`src/rtl/tmp_qmul.sv`:
```
// ----------------------------------------------------------------------------
// tmp_qmul
// Registered fixed-point multiply: magnitude product shifted right by F,
// truncated toward zero, saturated to the signed W range.
// ----------------------------------------------------------------------------
`default_nettype none
module tmp_qmul #(
	parameter int W = 32,
	parameter int F = 16
) (
	input  logic                clk,
	input  logic                en,
	input  logic signed [W-1:0] a,
	input  logic signed [W-1:0] b,
	output logic signed [W-1:0] p,
	output logic                ovf
);
	logic [W-1:0]   ma, mb;
	logic           neg;
	logic [2*W-1:0] prod, sh, lim, m;
	logic           sat;

	always_comb begin
		ma   = a[W-1] ? (~a + 1'b1) : a;
		mb   = b[W-1] ? (~b + 1'b1) : b;
		neg  = a[W-1] ^ b[W-1];
		prod = {{W{1'b0}}, ma} * {{W{1'b0}}, mb};
		sh   = prod >> F;
		lim  = ((2*W)'(1) << (W - 1)) - (neg ? (2*W)'(0) : (2*W)'(1));
		sat  = sh > lim;
		m    = sat ? lim : sh;
	end

	always_ff @(posedge clk) begin
		if (en) begin
			p   <= neg ? (~m[W-1:0] + 1'b1) : m[W-1:0];
			ovf <= sat;
		end
	end
endmodule
`default_nettype wire

```
`config.mk`:
```
export PLATFORM = sky130hd
export DESIGN_NAME = tmp_qmul
export DESIGN_NICKNAME = d
export VERILOG_FILES = /design/src/rtl/tmp_qmul.sv
export SDC_FILE = /design/constraint.sdc
export NUM_CORES = 2
export LEC_CHECK = 0
export BUFFER_PORTS_ARGS = -buffer_cell sky130_fd_sc_hd__buf_2
export CORE_MARGIN = 8
export CORE_UTILIZATION = 45
export CTS_CLUSTER_DIAMETER = 50
export DETAILED_ROUTE_END_ITERATION = 8
export PLACE_DENSITY = 0.59
export SYNTH_ARGS = -nofsm -noshare
export SYNTH_HDL_FRONTEND = slang
export SYNTH_SLANG_ARGS = --single-unit
```
`constraint.sdc`:
```
create_clock -name clk -period 36 [get_ports clk]
set_clock_uncertainty 0.2 [all_clocks]
set_input_delay 7.2 -clock clk [delete_from_list [all_inputs] [get_ports clk]]
set_output_delay 7.2 -clock clk [all_outputs]
set_load 0.005 [all_outputs]
```
==> summary.txt <==
Placed design
  • RD Place Congestion: 0.963
  • Placed cell areas: 39700 µm²
  • Half-perimeter wire length after placement: 110 mm
  • Port buffer count: 98

Logic synthesis
  • Most used flip-flop cell after synthesis: edfxtp_1
  • Cell variety after synth: 75
  • Number of standard cells after synthesis: 4397
  • Number of register bits inferred by synthesis: 33
  • Post-synth EDFFs: 33
  • Warning count from the yosys run: 0
  • Post-Synthesis Mean Instance Area: 8.47 µm²
  • Syn Std Cell Area: 37200 µm²
  • Asr flop ratio synth: 0%
  • Syn_nets: 5653
  • Share of synthesized area occupied by flip-flops and latches: 2.66%

Floorplanning
  • Placeable core region: 82000 µm²
  • Chip Width: 304 µm
  • Total die area: 92200 µm²
  • Die height: 304 µm
  • Starting Density: 45.4%
  • Io pins: 99
  • # rows: 105

Clock network
  • # hold bufs at CTS: 0
  • CTS H-Tree Depth: 2
  • Total of cells resized after clock tree synthesis: 0
  • Setup repair bufs after CTS: 0
  • Library cell used as clock root buffer: clkbuf_16
  • Clock buffers created by TritonCTS: 5
  • Clock-pin slew of the registers on the worst-case setup and hold paths: 0.05 ns
  • Buffers from clock root to sink, at most: 2
  • CTS tree: built
  • Clock sink count: 33

Critical path
  • Type of the worst setup path: in -> reg
  • Cell with the largest stage delay on the worst path: xor2_1
  • Endpoint arrival time on the critical path: 23.15 ns
  • Kind of capture point of the worst setup path: flop
  • Element type at the critical path start: input pin
  • Max FO, Critical Path: 11
  • Most prevalent standard cell on the critical path: fa_1
  • Required time of the critical path: 35.88 ns
  • Delay of the slowest cell on the worst path: 0.93 ns

Route
  • Total number of vias: 31200
  • Count of nets left with antenna violations after detail routing: 0
  • DRC violation total after the first TritonRoute iteration: 2656
  • Average detailed-routed wire length per instance: 23.9 µm
  • Vias per inst: 5.69
  • Number of remaining DRC errors: 0
  • Aggregate routed wire length: 131 mm
  • 1st-pass router iterations: 6

Timing
  • Fraction of the cycle the final worst path needs: 64.6%
  • Max Transition Viols Final: 0
  • Setup repair after global routing missed its margin: no
  • Final critical path time including I/O delays and setup: 23.27 ns
  • Max transition margin: 15.8%
  • Setup_tns: 0 ns
  • Total of endpoints with negative setup slack in the final report: 0
  • Highest Clock Rate: 0.0430 GHz
  • Endpoints failing hold: 0
  • Transition time at the pin with the least slew margin: 1.25 ns

Finish
  • Syn-to-layout area delta: 7.13%
  • # nets final: 5667
  • Design area: 39900 µm²
  • # fillers: 8074
  • Commonest non-fill, non-tap cells in the layout: inv_1, fa_1, nand2_1
  • Share of cells above drive strength 1: 6.80%

GRT
  • Remaining global-route overflow: 0
  • Global router's overall resource usage: 28.8%
  • Vias in the first global route: 33300
  • Pin count of the biggest net entering global routing: 58
  • Initial antenna violation count: 5
  • First-pass GRT wire length: 206 mm

Run
  • Max-capacitance violation count: 0

Hold path
  • HP Class: in -> reg

Run status
  • Result of the run: completed
==> state kept, by name, indices dropped and copies added, names as in the netlist <==
register / flops
ovf: 1
p: 32
==> logic make-up (layout without fill, tap and decap cells) <==
kind of cell / count (synthesis) / after routing / share of synthesized area (%)
other: 0 / 2 / 0
AOI/OAI and AO/OA: 461 / 461 / 8.12
buffers and inverters: 1088 / 1103 / 11.1
and+or+nand+nor: 1468 / 1468 / 16.4
muxes: 6 / 6 / 0.175
xor gates and xnor gates: 151 / 151 / 3.55
adders and majority gates: 1190 / 1190 / 58.1
DFF: 33 / 33 / 2.66
==> per-layer routing <==
layer | part of all wire [%] | GRT usage (%)
met4 | 4.1 | 9.25
met5 | 0.018 | 0
met2 | 45 | 46.0
met1 | 42 | 39.2
met3 | 9.0 | 5.84
==> Yosys cell counts (all sizes together), types with 16 or more instances <==
| library cell | number | share of area (%) |
|---|---|---|
| nor3 | 39 | 0.52 |
| a211oi | 23 | 0.49 |
| a21o | 18 | 0.36 |
| or4 | 17 | 0.35 |
| nand3 | 18 | 0.26 |
| and2 | 18 | 0.30 |
| edfxtp | 33 | 2.7 |
| nand2 | 682 | 6.9 |
| o21a | 26 | 0.52 |
| nor2 | 556 | 5.6 |
| fa | 895 | 48 |
| xor2 | 72 | 1.7 |
| ha | 295 | 9.9 |
| a21oi | 134 | 1.8 |
| clkbuf | 184 | 1.9 |
| or3 | 23 | 0.39 |
| o31ai | 27 | 0.54 |
| inv | 895 | 9.0 |
| o21ai | 97 | 1.3 |
| nor4 | 16 | 0.27 |
| xnor2 | 79 | 1.9 |
| a31oi | 27 | 0.45 |
| nand4 | 50 | 0.86 |
==> worst max-delay path, delay by kind of cell <==
family                     cells  cell delay (ns)
adders and majority gates     11             5.26
and+or+nand+nor               14             4.79
AOI/OAI and AO/OA             14             4.08
xor gates and xnor gates       2             1.55
buffers and inverters          3             0.24
==> cell type report <==
class,count,area [µm²],share of cell area [%]
timing repair buffer,200,1260,3.15
tap,1070,1340,3.36
clock buffer,6,129,0.323
inverter,895,3360,8.43
antenna,2,5.00,0.0126
clock inverter,2,10.0,0.0251
multi-input combinational,3276,32800,82.2
sequential,33,991,2.49
==> path summary, 6_finish.rpt <==
path,startpoint,endpoint,slack (ns),cells after the start
setup / recovery,a[2],p[30],12.73,44
hold / removal,en,p[5],7.34,1
==> per-stage QoR <==
step | hold slack, ns | instances | util [%] | worst slack (ns)
2_1_floorplan | 7.11 | 4397 | - | 15.24
3_3_place_gp | 7.40 | 5474 | 48.5 | 12.90
6_report | 7.34 | 5484 | 48.6 | 12.73
5_1_grt | 7.39 | 5483 | 48.6 | 11.91
3_5_place_dp | 7.40 | 5474 | 48.5 | 12.82
4_1_cts | 7.35 | 5482 | 48.6 | 13.04
Power is left out: the tool's default activity adds up to more than one toggle a clock period on the data nets, which glitch-free logic cannot reach.
